`config.mk`:
```
export PLATFORM = sky130hd
export DESIGN_NAME = minmod_slope_limiter
export DESIGN_NICKNAME = d
export VERILOG_FILES = /design/src/hw/rtl/mmsl_pkg.sv /design/src/hw/rtl/mmsl_divider.sv /design/src/hw/rtl/mmsl_datapath.sv /design/src/hw/rtl/mmsl_ctrl.sv /design/src/hw/rtl/minmod_slope_limiter.sv
export SDC_FILE = /design/constraint.sdc
export NUM_CORES = 2
export LEC_CHECK = 0
export BUFFER_PORTS_ARGS = -buffer_cell sky130_fd_sc_hd__buf_2
export CAP_MARGIN = 20
export CORE_AREA = 8 8 474 476
export DETAILED_ROUTE_END_ITERATION = 10
export DIE_AREA = 0 0 482 484
export PLACE_DENSITY = 0.63
export SETUP_SLACK_MARGIN = 0.1
export SKIP_CTS_REPAIR_TIMING = 1
export SLEW_MARGIN = 15
export SYNTH_ARGS = -nofsm -noshare
export SYNTH_HDL_FRONTEND = slang
export SYNTH_SLANG_ARGS = --single-unit
export TNS_END_PERCENT = 50
```
`constraint.sdc`:
```
create_clock -name i_clk -period 17.2 [get_ports i_clk]
set_input_delay 1.72 -clock i_clk [delete_from_list [all_inputs] [get_ports i_clk]]
set_output_delay 1.72 -clock i_clk [all_outputs]
set_load 0.05 [all_outputs]
```
`src/hw/rtl/mmsl_pkg.sv`:
```
`timescale 1ns / 1ps
`default_nettype none

package mmsl_pkg;

    // Default word format, Q16.16
    localparam int unsigned WORD_WIDTH_DEF    = 32;
    localparam int unsigned FRACTION_BITS_DEF = 16;

    // Register file
    localparam int unsigned CFG_IDX_W  = 3;
    localparam int unsigned SPACING_W  = 31;
    localparam logic [CFG_IDX_W-1:0] CFG_ALPHA         = 3'd0;
    localparam logic [CFG_IDX_W-1:0] CFG_LEFT_VALUE    = 3'd1;
    localparam logic [CFG_IDX_W-1:0] CFG_RIGHT_VALUE   = 3'd2;
    localparam logic [CFG_IDX_W-1:0] CFG_LEFT_SPACING  = 3'd3;
    localparam logic [CFG_IDX_W-1:0] CFG_RIGHT_SPACING = 3'd4;
    localparam logic [CFG_IDX_W-1:0] CFG_MOVING_GRID   = 3'd5;
    localparam logic [CFG_IDX_W-1:0] CFG_THREE_WAY     = 3'd6;

    // 1.0 in Q16.16: reset of alpha and both spacings
    localparam logic [SPACING_W-1:0] ONE_Q16 = 31'd65536;

    // Divider operand select
    localparam logic DIV_SEL_LEFT  = 1'b0;
    localparam logic DIV_SEL_RIGHT = 1'b1;

    // Scaling operand select
    localparam logic SCL_SEL_A = 1'b0;
    localparam logic SCL_SEL_B = 1'b1;

    // Width of the config data bus
    function automatic int f_cfg_w(input int w);
        return (w > 31) ? w : 31;
    endfunction

    // Width of a signed span: edge difference plus a 31-bit spacing
    function automatic int f_span_w(input int w);
        return ((w > 31) ? w : 31) + 2;
    endfunction

    // Width of the divisor magnitude, capped at 64 bits
    function automatic int f_den_w(input int w);
        return (f_span_w(w) - 1 > 64) ? 64 : f_span_w(w) - 1;
    endfunction

    typedef struct packed {
        logic load;
        logic div_start;
        logic div_sel;
        logic cap_lq;
        logic cap_rq;
        logic scale_start;
        logic scale_sel;
        logic mm_first;
        logic mm_old;
        logic emit;
        logic phase;
        logic update;
    } t_cmd;

    typedef struct packed {
        logic have_prev;
        logic last;
        logic three_way;
        logic div_done;
        logic scale_done;
        logic out_free;
    } t_status;

endpackage

`default_nettype wire

```
`src/hw/rtl/mmsl_divider.sv`:
```
`timescale 1ns / 1ps
`default_nettype none

module mmsl_divider
    import mmsl_pkg::*;
#(
    parameter int unsigned WORD_WIDTH    = WORD_WIDTH_DEF,
    parameter int unsigned FRACTION_BITS = FRACTION_BITS_DEF
) (
    input  logic                              i_clk,
    input  logic                              i_rst_n,
    input  logic                              i_start,
    input  logic [WORD_WIDTH:0]               i_num_mag,
    input  logic                              i_num_neg,
    input  logic                              i_den_neg,
    input  logic [f_den_w(WORD_WIDTH)-1:0]    i_den,
    output logic                              o_done,
    output logic [WORD_WIDTH-1:0]             o_quot
);

    localparam int W    = WORD_WIDTH;
    localparam int F    = FRACTION_BITS;
    localparam int DW   = f_den_w(WORD_WIDTH);
    localparam int NW   = W + 1 + F;
    localparam int TW   = F + 1;
    localparam int CMPW = (TW > DW) ? TW : DW;
    localparam int CNTW = $clog2(W + 1);
    localparam bit HAS_BIG = (W >= 64);
    localparam logic [W-1:0] SIGN_MIN = {1'b1, {(W-1){1'b0}}};
    localparam logic [W-1:0] POS_MAX  = ~SIGN_MIN;

    logic            r_busy, r_fin, r_done;
    logic [CNTW-1:0] r_cnt;
    logic [DW-1:0]   r_rem, r_den;
    logic [W-1:0]    r_low, r_q, r_quot;
    logic            r_neg;

    logic [NW-1:0]   num_full;
    logic [TW-1:0]   top;
    logic [CMPW-1:0] top_ext, den_ext;
    logic            neg, top_ge, big;
    logic [DW:0]     trial;
    logic            step_ge;
    logic [DW-1:0]   n_rem;
    logic [W-1:0]    lim, q_sat;

    // Numerator shifted up by the fraction bits; the part above W bits decides
    // overflow in one compare, so only W quotient bits are developed.
    assign num_full = {i_num_mag, {F{1'b0}}};
    assign top      = num_full[NW-1:W];
    assign top_ext  = CMPW'(top);
    assign den_ext  = CMPW'(i_den);
    assign top_ge   = top_ext >= den_ext;
    assign neg      = i_num_neg ^ i_den_neg;
    assign big      = HAS_BIG && i_num_mag[W];

    assign trial   = {r_rem, r_low[W-1]};
    assign step_ge = trial >= {1'b0, r_den};
    assign n_rem   = step_ge ? DW'(trial - {1'b0, r_den}) : trial[DW-1:0];

    assign lim   = r_neg ? SIGN_MIN : POS_MAX;
    assign q_sat = (r_q > lim) ? lim : r_q;

    always_ff @(posedge i_clk) begin
        if (!i_rst_n) begin
            r_busy <= 1'b0;
            r_fin  <= 1'b0;
            r_done <= 1'b0;
            r_cnt  <= '0;
        end else begin
            r_done <= 1'b0;
            r_fin  <= 1'b0;
            if (i_start) begin
                if (i_num_mag == '0 || i_den == '0 || big || top_ge) begin
                    r_done <= 1'b1;
                end else begin
                    r_busy <= 1'b1;
                    r_cnt  <= CNTW'(W);
                end
            end else if (r_busy) begin
                r_cnt <= r_cnt - 1'b1;
                if (r_cnt == CNTW'(1)) begin
                    r_busy <= 1'b0;
                    r_fin  <= 1'b1;
                end
            end else if (r_fin) begin
                r_done <= 1'b1;
            end
        end
    end

    always_ff @(posedge i_clk) begin
        if (i_start) begin
            r_rem <= top_ext[DW-1:0];
            r_low <= num_full[W-1:0];
            r_den <= i_den;
            r_neg <= neg;
            r_q   <= '0;
            if (i_num_mag == '0) begin
                r_quot <= '0;
            end else if (i_den == '0) begin
                r_quot <= i_num_neg ? SIGN_MIN : POS_MAX;
            end else begin
                r_quot <= neg ? SIGN_MIN : POS_MAX;
            end
        end else if (r_busy) begin
            r_rem <= n_rem;
            r_low <= {r_low[W-2:0], 1'b0};
            r_q   <= {r_q[W-2:0], step_ge};
        end else if (r_fin) begin
            r_quot <= r_neg ? (~q_sat + 1'b1) : q_sat;
        end
    end

    assign o_done = r_done;
    assign o_quot = r_quot;

endmodule

`default_nettype wire

```
`src/hw/rtl/mmsl_datapath.sv`:
```
`timescale 1ns / 1ps
`default_nettype none

module mmsl_datapath
    import mmsl_pkg::*;
#(
    parameter int unsigned WORD_WIDTH    = WORD_WIDTH_DEF,
    parameter int unsigned FRACTION_BITS = FRACTION_BITS_DEF
) (
    input  logic                            i_clk,
    input  logic                            i_rst_n,
    input  logic                            i_cfg_valid,
    input  logic [CFG_IDX_W-1:0]            i_cfg_index,
    input  logic [f_cfg_w(WORD_WIDTH)-1:0]  i_cfg_data,
    input  logic [WORD_WIDTH-1:0]           i_cell_value,
    input  logic [WORD_WIDTH-1:0]           i_edge_left,
    input  logic [WORD_WIDTH-1:0]           i_edge_right,
    input  logic [WORD_WIDTH-1:0]           i_old_slope,
    input  logic                            i_last_cell,
    input  t_cmd                            i_cmd,
    output t_status                         o_status,
    output logic                            o_out_valid,
    input  logic                            i_out_ready,
    output logic [WORD_WIDTH-1:0]           o_out_slope,
    output logic                            o_out_final_result
);

    localparam int W   = WORD_WIDTH;
    localparam int F   = FRACTION_BITS;
    localparam int SW  = f_span_w(WORD_WIDTH);
    localparam int DW  = f_den_w(WORD_WIDTH);
    localparam int CH  = (W + 31) / 32;
    localparam int MW  = CH * 32;
    localparam int AW  = MW + SPACING_W;
    localparam int SCW = $clog2(CH + 1);
    localparam logic [W-1:0] SIGN_MIN = {1'b1, {(W-1){1'b0}}};
    localparam logic [W-1:0] POS_MAX  = ~SIGN_MIN;

    // Configuration
    logic [SPACING_W-1:0] r_alpha, r_left_sp, r_right_sp;
    logic [W-1:0]         r_left_value, r_right_value;
    logic                 r_moving, r_three_way;

    // Current item and sweep state
    logic [W-1:0] r_v, r_xl, r_xr, r_old;
    logic         r_last;
    logic         r_have_prev;
    logic [W-1:0] r_prev_v, r_prev_xl, r_prev_lq, r_prev_old;
    logic [W-1:0] r_lq, r_rq, r_sa, r_sb, r_mm;

    // Output register
    logic         r_out_valid, r_out_final;
    logic [W-1:0] r_out_slope;

    // Scaling unit
    logic            r_scl_busy, r_scl_fin, r_scl_neg, r_scl_sel;
    logic [SCW-1:0]  r_scl_cnt;
    logic [MW-1:0]   r_scl_mag;
    logic [AW-1:0]   r_acc;

    function automatic logic [W-1:0] f_minmod(input logic [W-1:0] a, input logic [W-1:0] b);
        logic         a_neg, b_neg, a_pos, b_pos;
        logic [W-1:0] ma, mb;
        a_neg = a[W-1];
        b_neg = b[W-1];
        a_pos = !a_neg && (a != '0);
        b_pos = !b_neg && (b != '0);
        ma    = a_neg ? (~a + 1'b1) : a;
        mb    = b_neg ? (~b + 1'b1) : b;
        if ((a_pos && b_pos) || (a_neg && b_neg)) begin
            return (ma <= mb) ? a : b;
        end
        return '0;
    endfunction

    // ---------------- divider operands ----------------
    logic [W-1:0]         num_hi, num_lo;
    logic [W:0]           num, num_mag;
    logic                 num_neg;
    logic [SPACING_W-1:0] spacing;
    logic [SW-1:0]        xr_e, xl_e, pxl_e, span, span_mag;
    logic [DW-1:0]        den;
    logic                 den_neg;
    logic                 div_done;
    logic [W-1:0]         div_quot;
    logic                 left_sel;

    assign left_sel = (i_cmd.div_sel == DIV_SEL_LEFT);
    assign num_hi   = left_sel ? r_v : r_right_value;
    assign num_lo   = left_sel ? (r_have_prev ? r_prev_v : r_left_value) : r_v;
    assign num      = {num_hi[W-1], num_hi} - {num_lo[W-1], num_lo};
    assign num_neg  = num[W];
    assign num_mag  = num_neg ? (~num + 1'b1) : num;

    assign spacing  = left_sel ? r_left_sp : r_right_sp;
    assign xr_e     = {{(SW-W){r_xr[W-1]}}, r_xr};
    assign xl_e     = {{(SW-W){r_xl[W-1]}}, r_xl};
    assign pxl_e    = {{(SW-W){r_prev_xl[W-1]}}, r_prev_xl};
    assign span     = (left_sel && r_have_prev) ? (xr_e - pxl_e)
                                                : (xr_e - xl_e + SW'(spacing));
    assign span_mag = span[SW-1] ? (~span + 1'b1) : span;
    assign den_neg  = r_moving && span[SW-1];
    // moving grid halves the span; fixed grid divides by the left spacing
    assign den      = r_moving ? span_mag[DW:1] : DW'(r_left_sp);

    mmsl_divider #(
        .WORD_WIDTH    (WORD_WIDTH),
        .FRACTION_BITS (FRACTION_BITS)
    ) u_divider (
        .i_clk     (i_clk),
        .i_rst_n   (i_rst_n),
        .i_start   (i_cmd.div_start),
        .i_num_mag (num_mag),
        .i_num_neg (num_neg),
        .i_den_neg (den_neg),
        .i_den     (den),
        .o_done    (div_done),
        .o_quot    (div_quot)
    );

    // ---------------- limiter operands ----------------
    logic [W-1:0] op_a, op_b, op_o, scl_src, scl_src_mag;
    logic [62:0]  prod;
    logic [AW-1:0] scaled, lim_ext;
    logic [W-1:0] scl_lim, scl_mag_sat, scl_res;
    logic [W-1:0] mm_x, mm_y;

    assign op_a = i_cmd.phase ? r_lq  : r_prev_lq;
    assign op_b = i_cmd.phase ? r_rq  : r_lq;
    assign op_o = i_cmd.phase ? r_old : r_prev_old;

    assign scl_src     = (i_cmd.scale_sel == SCL_SEL_A) ? op_a : op_b;
    assign scl_src_mag = scl_src[W-1] ? (~scl_src + 1'b1) : scl_src;

    // one 32 x 31 partial product a cycle, top chunk first
    assign prod        = r_scl_mag[MW-1 -: 32] * r_alpha;
    assign scaled      = r_acc >> F;
    assign scl_lim     = r_scl_neg ? SIGN_MIN : POS_MAX;
    assign lim_ext     = AW'(scl_lim);
    assign scl_mag_sat = (scaled > lim_ext) ? scl_lim : scaled[W-1:0];
    assign scl_res     = r_scl_neg ? (~scl_mag_sat + 1'b1) : scl_mag_sat;

    assign mm_x = r_three_way ? r_sa : op_a;
    assign mm_y = r_three_way ? r_sb : op_b;

    // ---------------- control registers ----------------
    always_ff @(posedge i_clk) begin
        if (!i_rst_n) begin
            r_alpha       <= ONE_Q16;
            r_left_value  <= '0;
            r_right_value <= '0;
            r_left_sp     <= ONE_Q16;
            r_right_sp    <= ONE_Q16;
            r_moving      <= 1'b0;
            r_three_way   <= 1'b0;
            r_have_prev   <= 1'b0;
            r_out_valid   <= 1'b0;
            r_scl_busy    <= 1'b0;
            r_scl_fin     <= 1'b0;
            r_scl_cnt     <= '0;
        end else begin
            if (i_cfg_valid) begin
                unique case (i_cfg_index)
                    CFG_ALPHA:         r_alpha       <= i_cfg_data[SPACING_W-1:0];
                    CFG_LEFT_VALUE:    r_left_value  <= i_cfg_data[W-1:0];
                    CFG_RIGHT_VALUE:   r_right_value <= i_cfg_data[W-1:0];
                    CFG_LEFT_SPACING:  r_left_sp     <= i_cfg_data[SPACING_W-1:0];
                    CFG_RIGHT_SPACING: r_right_sp    <= i_cfg_data[SPACING_W-1:0];
                    CFG_MOVING_GRID:   r_moving      <= i_cfg_data[0];
                    CFG_THREE_WAY:     r_three_way   <= i_cfg_data[0];
                    default: ;
                endcase
            end

            if (i_cmd.update) begin
                r_have_prev <= !r_last;
            end

            if (i_cmd.emit) begin
                r_out_valid <= 1'b1;
            end else if (i_out_ready) begin
                r_out_valid <= 1'b0;
            end

            r_scl_fin <= 1'b0;
            if (i_cmd.scale_start) begin
                r_scl_busy <= 1'b1;
                r_scl_cnt  <= SCW'(CH);
            end else if (r_scl_busy) begin
                r_scl_cnt <= r_scl_cnt - 1'b1;
                if (r_scl_cnt == SCW'(1)) begin
                    r_scl_busy <= 1'b0;
                    r_scl_fin  <= 1'b1;
                end
            end
        end
    end

    // ---------------- payload registers ----------------
    always_ff @(posedge i_clk) begin
        if (i_cmd.load) begin
            r_v    <= i_cell_value;
            r_xl   <= i_edge_left;
            r_xr   <= i_edge_right;
            r_old  <= i_old_slope;
            r_last <= i_last_cell;
        end
        if (i_cmd.cap_lq) begin
            r_lq <= div_quot;
        end
        if (i_cmd.cap_rq) begin
            r_rq <= div_quot;
        end
        if (i_cmd.update && !r_last) begin
            r_prev_v   <= r_v;
            r_prev_xl  <= r_xl;
            r_prev_lq  <= r_lq;
            r_prev_old <= r_old;
        end
        if (i_cmd.scale_start) begin
            r_scl_mag <= MW'(scl_src_mag);
            r_scl_neg <= scl_src[W-1];
            r_scl_sel <= i_cmd.scale_sel;
            r_acc     <= '0;
        end else if (r_scl_busy) begin
            r_scl_mag <= r_scl_mag << 32;
            r_acc     <= (r_acc << 32) + AW'(prod);
        end
        if (r_scl_fin) begin
            if (r_scl_sel == SCL_SEL_A) begin
                r_sa <= scl_res;
            end else begin
                r_sb <= scl_res;
            end
        end
        if (i_cmd.mm_first) begin
            r_mm <= f_minmod(mm_x, mm_y);
        end else if (i_cmd.mm_old) begin
            r_mm <= f_minmod(r_mm, op_o);
        end
        if (i_cmd.emit) begin
            r_out_slope <= r_mm;
            r_out_final <= i_cmd.phase;
        end
    end

    assign o_status.have_prev  = r_have_prev;
    assign o_status.last       = r_last;
    assign o_status.three_way  = r_three_way;
    assign o_status.div_done   = div_done;
    assign o_status.scale_done = r_scl_fin;
    assign o_status.out_free   = !r_out_valid || i_out_ready;

    assign o_out_valid        = r_out_valid;
    assign o_out_slope        = r_out_slope;
    assign o_out_final_result = r_out_final;

endmodule

`default_nettype wire

```
`src/hw/rtl/mmsl_ctrl.sv`:
```
`timescale 1ns / 1ps
`default_nettype none

module mmsl_ctrl
    import mmsl_pkg::*;
(
    input  logic    i_clk,
    input  logic    i_rst_n,
    input  logic    i_in_valid,
    output logic    o_in_ready,
    input  t_status i_status,
    output t_cmd    o_cmd
);

    localparam logic [3:0] ST_IDLE     = 4'd0;
    localparam logic [3:0] ST_DIV_L    = 4'd1;
    localparam logic [3:0] ST_WAIT_L   = 4'd2;
    localparam logic [3:0] ST_SCL_A    = 4'd3;
    localparam logic [3:0] ST_SCL_A_WT = 4'd4;
    localparam logic [3:0] ST_SCL_B    = 4'd5;
    localparam logic [3:0] ST_SCL_B_WT = 4'd6;
    localparam logic [3:0] ST_MM2      = 4'd7;
    localparam logic [3:0] ST_MM3      = 4'd8;
    localparam logic [3:0] ST_EMIT     = 4'd9;
    localparam logic [3:0] ST_DIV_R    = 4'd10;
    localparam logic [3:0] ST_WAIT_R   = 4'd11;
    localparam logic [3:0] ST_UPDATE   = 4'd12;

    logic [3:0] r_state, n_state;
    logic       r_phase, n_phase;
    logic [3:0] limit_entry;

    assign limit_entry = i_status.three_way ? ST_SCL_A : ST_MM2;

    always_comb begin
        n_state     = r_state;
        n_phase     = r_phase;
        o_cmd       = '0;
        o_cmd.phase = r_phase;
        o_in_ready  = 1'b0;
        unique case (r_state)
            ST_IDLE: begin
                o_in_ready = 1'b1;
                if (i_in_valid) begin
                    o_cmd.load = 1'b1;
                    n_phase    = 1'b0;
                    n_state    = ST_DIV_L;
                end
            end
            ST_DIV_L: begin
                o_cmd.div_start = 1'b1;
                o_cmd.div_sel   = DIV_SEL_LEFT;
                n_state         = ST_WAIT_L;
            end
            ST_WAIT_L: begin
                if (i_status.div_done) begin
                    o_cmd.cap_lq = 1'b1;
                    if (i_status.have_prev) begin
                        n_state = limit_entry;
                    end else if (i_status.last) begin
                        n_state = ST_DIV_R;
                    end else begin
                        n_state = ST_UPDATE;
                    end
                end
            end
            ST_SCL_A: begin
                o_cmd.scale_start = 1'b1;
                o_cmd.scale_sel   = SCL_SEL_A;
                n_state           = ST_SCL_A_WT;
            end
            ST_SCL_A_WT: begin
                if (i_status.scale_done) begin
                    n_state = ST_SCL_B;
                end
            end
            ST_SCL_B: begin
                o_cmd.scale_start = 1'b1;
                o_cmd.scale_sel   = SCL_SEL_B;
                n_state           = ST_SCL_B_WT;
            end
            ST_SCL_B_WT: begin
                if (i_status.scale_done) begin
                    n_state = ST_MM2;
                end
            end
            ST_MM2: begin
                o_cmd.mm_first = 1'b1;
                n_state        = i_status.three_way ? ST_MM3 : ST_EMIT;
            end
            ST_MM3: begin
                o_cmd.mm_old = 1'b1;
                n_state      = ST_EMIT;
            end
            ST_EMIT: begin
                if (i_status.out_free) begin
                    o_cmd.emit = 1'b1;
                    if (!r_phase && i_status.last) begin
                        n_state = ST_DIV_R;
                    end else begin
                        n_state = ST_UPDATE;
                    end
                end
            end
            ST_DIV_R: begin
                o_cmd.div_start = 1'b1;
                o_cmd.div_sel   = DIV_SEL_RIGHT;
                n_state         = ST_WAIT_R;
            end
            ST_WAIT_R: begin
                if (i_status.div_done) begin
                    o_cmd.cap_rq = 1'b1;
                    n_phase      = 1'b1;
                    n_state      = limit_entry;
                end
            end
            ST_UPDATE: begin
                o_cmd.update = 1'b1;
                n_state      = ST_IDLE;
            end
            default: begin
                n_state = ST_IDLE;
            end
        endcase
    end

    always_ff @(posedge i_clk) begin
        if (!i_rst_n) begin
            r_state <= ST_IDLE;
            r_phase <= 1'b0;
        end else begin
            r_state <= n_state;
            r_phase <= n_phase;
        end
    end

endmodule

`default_nettype wire

```
`src/hw/rtl/minmod_slope_limiter.sv`:
```
`timescale 1ns / 1ps
`default_nettype none
// Minmod slope limiter for a one-dimensional sweep, signed fixed point.
//
// Input channel (i_in_valid / o_in_ready): one grid cell per item, left to
// right, i_last_cell on the final cell. Output channel (o_out_valid /
// i_out_ready): one slope per cell in cell order; the slope of a cell leaves
// when the next cell arrives, so a last cell that has a predecessor yields two
// items, the second with o_out_final_result set. Config channel (i_cfg_valid /
// o_cfg_ready) is always ready; write it only while the block is idle.
//
// One item at a time. Each difference quotient goes through a shared
// restoring divider, one quotient bit a cycle; the divider finishes early
// when the spacing or difference is zero or the quotient is too large for
// the word. A cell with a predecessor runs one quotient, the limiting and
// the emit before the next accept; the last cell adds a second quotient.
// Three-way mode adds two alpha scalings, each one partial product per
// 32-bit chunk, and one minmod step.
//
// Reset (synchronous, active low) restores the register defaults and starts a
// new sweep. A stalled receiver holds the output register; the block stops
// only when its next result has nowhere to go.

module minmod_slope_limiter
    import mmsl_pkg::*;
#(
    parameter int unsigned WORD_WIDTH    = WORD_WIDTH_DEF,
    parameter int unsigned FRACTION_BITS = FRACTION_BITS_DEF
) (
    input  logic                            i_clk,
    input  logic                            i_rst_n,
    input  logic                            i_cfg_valid,
    output logic                            o_cfg_ready,
    input  logic [CFG_IDX_W-1:0]            i_cfg_index,
    input  logic [f_cfg_w(WORD_WIDTH)-1:0]  i_cfg_data,
    input  logic                            i_in_valid,
    output logic                            o_in_ready,
    input  logic [WORD_WIDTH-1:0]           i_cell_value,
    input  logic [WORD_WIDTH-1:0]           i_edge_left,
    input  logic [WORD_WIDTH-1:0]           i_edge_right,
    input  logic [WORD_WIDTH-1:0]           i_old_slope,
    input  logic                            i_last_cell,
    output logic                            o_out_valid,
    input  logic                            i_out_ready,
    output logic [WORD_WIDTH-1:0]           o_out_slope,
    output logic                            o_out_final_result
);

    t_cmd    cmd;
    t_status status;

    // registers take a write in any cycle
    assign o_cfg_ready = 1'b1;

    // sequence: load, left quotient, optional scaling, minmod and emit if there is a
    // predecessor, right quotient and its own emit on the last cell, then update the sweep state
    mmsl_ctrl u_ctrl (
        .i_clk      (i_clk),
        .i_rst_n    (i_rst_n),
        .i_in_valid (i_in_valid),
        .o_in_ready (o_in_ready),
        .i_status   (status),
        .o_cmd      (cmd)
    );

    // operand registers, divider, alpha scaling, minmod and output register
    mmsl_datapath #(
        .WORD_WIDTH    (WORD_WIDTH),
        .FRACTION_BITS (FRACTION_BITS)
    ) u_datapath (
        .i_clk              (i_clk),
        .i_rst_n            (i_rst_n),
        .i_cfg_valid        (i_cfg_valid),
        .i_cfg_index        (i_cfg_index),
        .i_cfg_data         (i_cfg_data),
        .i_cell_value       (i_cell_value),
        .i_edge_left        (i_edge_left),
        .i_edge_right       (i_edge_right),
        .i_old_slope        (i_old_slope),
        .i_last_cell        (i_last_cell),
        .i_cmd              (cmd),
        .o_status           (status),
        .o_out_valid        (o_out_valid),
        .i_out_ready        (i_out_ready),
        .o_out_slope        (o_out_slope),
        .o_out_final_result (o_out_final_result)
    );

endmodule

`default_nettype wire

```
==> qor.yml <==
final_layout:
  largestRegisters: "u_datapath.r_acc: 63 flops, u_datapath.u_divider.r_den: 33 flops, u_datapath.u_divider.r_rem: 33 flops"
  nets: 11015
  stdcell_area_sq_mm: 0.0936
  drive_gt1_frac: 0.0751
  largest_reg_flops: 63
  max_flop_register: "u_datapath.r_acc"
  syn2layout_area_growth_pct: 8.29
routing:
  num_vias: 68909
  remaining_drc_errors: 0
  ant_nets: 0
  routedWlPerCell_um: 22.3
  drt-total-wl_mm: 275
  via_per_inst: 5.59
  drt_pass1_iterations: 5
  first_iter_violations: 5899
critical_path:
  reg2regPathDepth: 32
  crit_top_cell: "fa_1"
  path_buf_inv: 6
  endpoint_kind: "flop"
  crit_fanout: 18
  cp_data_arrival_time_ps: 10950
  slowest_stage: "edfxtp_1"
  r2r-end: "u_datapath.r_acc[60]"
  cp.required_ps: 17890
  critPathTopFamily: "adder cells"
  rrSetupSlack_ps: 6940
  crit_type: "reg -> reg"
  crit_cells: 32
  reg2reg_from: "u_datapath.r_scl_mag[8]"
  cp-start-kind: "flop"
  slowest_delay_ps: 1050
synthesis:
  synth_xor_area_frac: 0.0382
  async_reset_ff_frac: 0
  ys_ff_latch: 872
  synth_compound_area_frac: 0.127
  syn_avg_cell_area_sq_um: 9.19
  synthMuxAreaShare: 0.0420
  synth_seq_area_share: 0.270
  synth_edf_count: 583
  ys_types: 109
  synth_nets: 11059
  yosysWarningCount: 0
  synth_adder_area_share: 0.293
  synthFlopType: "edfxtp_1"
  synth_top_family_by_area: "adder cells"
  synth-simple-area-share: 0.157
  syn_inst: 9406
  syn-cell-area_sq_mm: 0.0864
timing:
  setup_ws_ps: 6940
  final_hold_viol_count: 0
  period_share: 0.597
  slew_violations: 0
  relSlewSlack: 0.161
  tns_ps: 0
  clock.fmax_mhz: 97.4
  setup_viol: 0
  skew_ps: 36.7
  rsz0062_at_grt: "no"
  worst_slew_pin_slew_ps: 1250
  period_needed_ps: 10260
  hold_slack_ps: 443
clocking:
  cts_buffers: 98
  insertion_delay_ps: 760
  cts_root_buffer: "clkbuf_16"
  clk_pin_slew_worst_paths_ps: 60
  cts_sinks: 872
  cts_buffer_depth: 3
  cts-htree-levels: 3
  cts_tree: "yes"
floorplan:
  dieWidth_um: 482
  start_util: 0.397
  dieArea_sq_mm: 0.233
  core_sq_mm: 0.218
  die_h_um: 484
  num_rows: 172
  num_io_pins: 205
placed_design:
  numPortBuffers: 203
  dp_hpwl_mm: 206
  dpl-instance-area_sq_mm: 0.0902
  globalplace.congestion: 0.952
  place_worst_setup_slack_ps: 7100
global_routing:
  grt_remaining_overflow: 0
  grt_start_max_net_pins: 85
  grt_pass1_vias: 69767
  track_usage: 0.230
  antenna_found_initial: 4
  grt_pass1_wl_mm: 421
hold_path:
  min_path_cells: 0
  min_from: "u_datapath.r_xl[2]"
  hold-path-endpoint: "u_datapath.r_prev_xl[2]"
  hp-class: "reg -> reg"
power:
  p_total_mw: 12.3
  vdd_ir_drop_max_v: 0.000160
  p_leak_nw: 39.8
  power_density_mw_per_mm2: 132
run:
  drv_cap: 0
run_status:
  outcome: "completed"
==> worst max-delay path by stage <==
stage                     slack, ps                    start                endpoint
after detailed placement       7100  u_datapath.r_scl_mag[8]    u_datapath.r_acc[60]
final                          6940  u_datapath.r_scl_mag[8]    u_datapath.r_acc[60]
after floorplan                3240        u_ctrl.r_state[0]  u_datapath.r_have_prev
after global placement         7200  u_datapath.r_scl_mag[7]    u_datapath.r_acc[60]
after CTS                      7100  u_datapath.r_scl_mag[6]    u_datapath.r_acc[60]
after global routing           6540  u_datapath.r_scl_mag[7]    u_datapath.r_acc[60]
==> metrics by stage <==
step                      utilization  instances
after floorplan                     -       9406
after global placement          0.414      12131
after detailed placement        0.414      12132
after CTS                       0.430      12315
after global routing            0.430      12316
final                           0.430      12319
==> cells in the mapped netlist (all sizes together), types with 28 or more instances <==
library cell / count / share of area
a21boi: 176 / 0.015
a211oi: 79 / 0.0071
nor4: 42 / 0.0032
and2: 277 / 0.020
fa: 902 / 0.21
nand2: 1516 / 0.066
clkbuf: 406 / 0.018
buf: 76 / 0.0043
nand4: 76 / 0.0055
nor2b: 69 / 0.0050
o21a: 65 / 0.0057
a21o: 163 / 0.014
a21oi: 446 / 0.026
o31ai: 41 / 0.0036
xnor2: 255 / 0.026
a31oi: 82 / 0.0060
o211ai: 31 / 0.0028
o21ai: 368 / 0.022
xor2: 122 / 0.012
inv: 1159 / 0.050
nand3: 101 / 0.0058
nand2b: 64 / 0.0046
nor2: 492 / 0.021
mux2: 96 / 0.013
o22ai: 45 / 0.0033
edfxtp: 583 / 0.20
and3: 54 / 0.0039
dfxtp: 289 / 0.067
or3: 57 / 0.0042
ha: 582 / 0.084
nor3: 117 / 0.0071
mux2i: 254 / 0.029
o21bai: 28 / 0.0026
==> area by class of cell <==
class                           count  area (sq um)
Fill cell                       21213        124000
Multi-Input combinational cell   6890         56900
Inverter                         1162          4370
Tap cell                         2871          3590
Antenna cell                        3          7.51
Sequential cell                   872         23300
Clock buffer                      117          2590
Clock inverter                     66           764
Timing Repair Buffer              338          2030
==> cells in the final DEF (no fill, tap or decap), types with 30 or more instances in the layout <==
cell type	Yosys	layout
clkbuf_16	0	99
mux2_2	96	96
edfxtp_1	583	583
a21o_1	163	163
xnor2_1	255	255
dfxtp_1	289	275
a21oi_1	446	445
nor2_1	491	490
a211oi_1	75	75
and2_1	274	276
a31oi_1	81	81
buf_2	27	202
nor3_1	112	112
and3_1	54	54
xor2_1	122	122
o22ai_1	45	45
mux2i_1	253	253
inv_1	1159	1154
ha_1	582	582
nor2b_1	69	68
nand3_1	101	101
nand2b_1	64	62
o21ai_0	330	328
o21a_1	64	64
buf_4	3	134
a21boi_0	173	173
fa_1	902	902
o31ai_1	41	41
nor4_1	41	40
o211ai_1	30	30
nand4_1	76	76
nand2_1	1516	1515
or3_1	56	56
==> cell families (layout without fill, tap and decap cells) <==
logic type	count (synthesis)	in the layout
adders and majority gates	1484	1484
buffers and inverters	1644	1683
DFF	872	872
and+or+nand+nor	2976	2976
other	2	5
muxes	350	350
AOI/OAI and AO/OA	1701	1701
xor gates and xnor gates	377	377
==> where the power goes <==
group	total, mW	internal (mW)	switching [mW]
Sequential	3.13	2.80	0.331
Combinational	6.96	2.46	4.50
Clock	2.21	1.27	0.947
==> metal layers <==
metal / vias up / routed length, um / track usage / part of all wire
li1: 31332 / - / - / -
met5: - / 12 / 0 / 0.000044
met3: 609 / 20800 / 0.0449 / 0.076
met4: 2 / 14200 / 0.0999 / 0.052
met2: 2727 / 128000 / 0.380 / 0.46
met1: 34239 / 112000 / 0.293 / 0.41
Power figures use the tool's default switching activity.
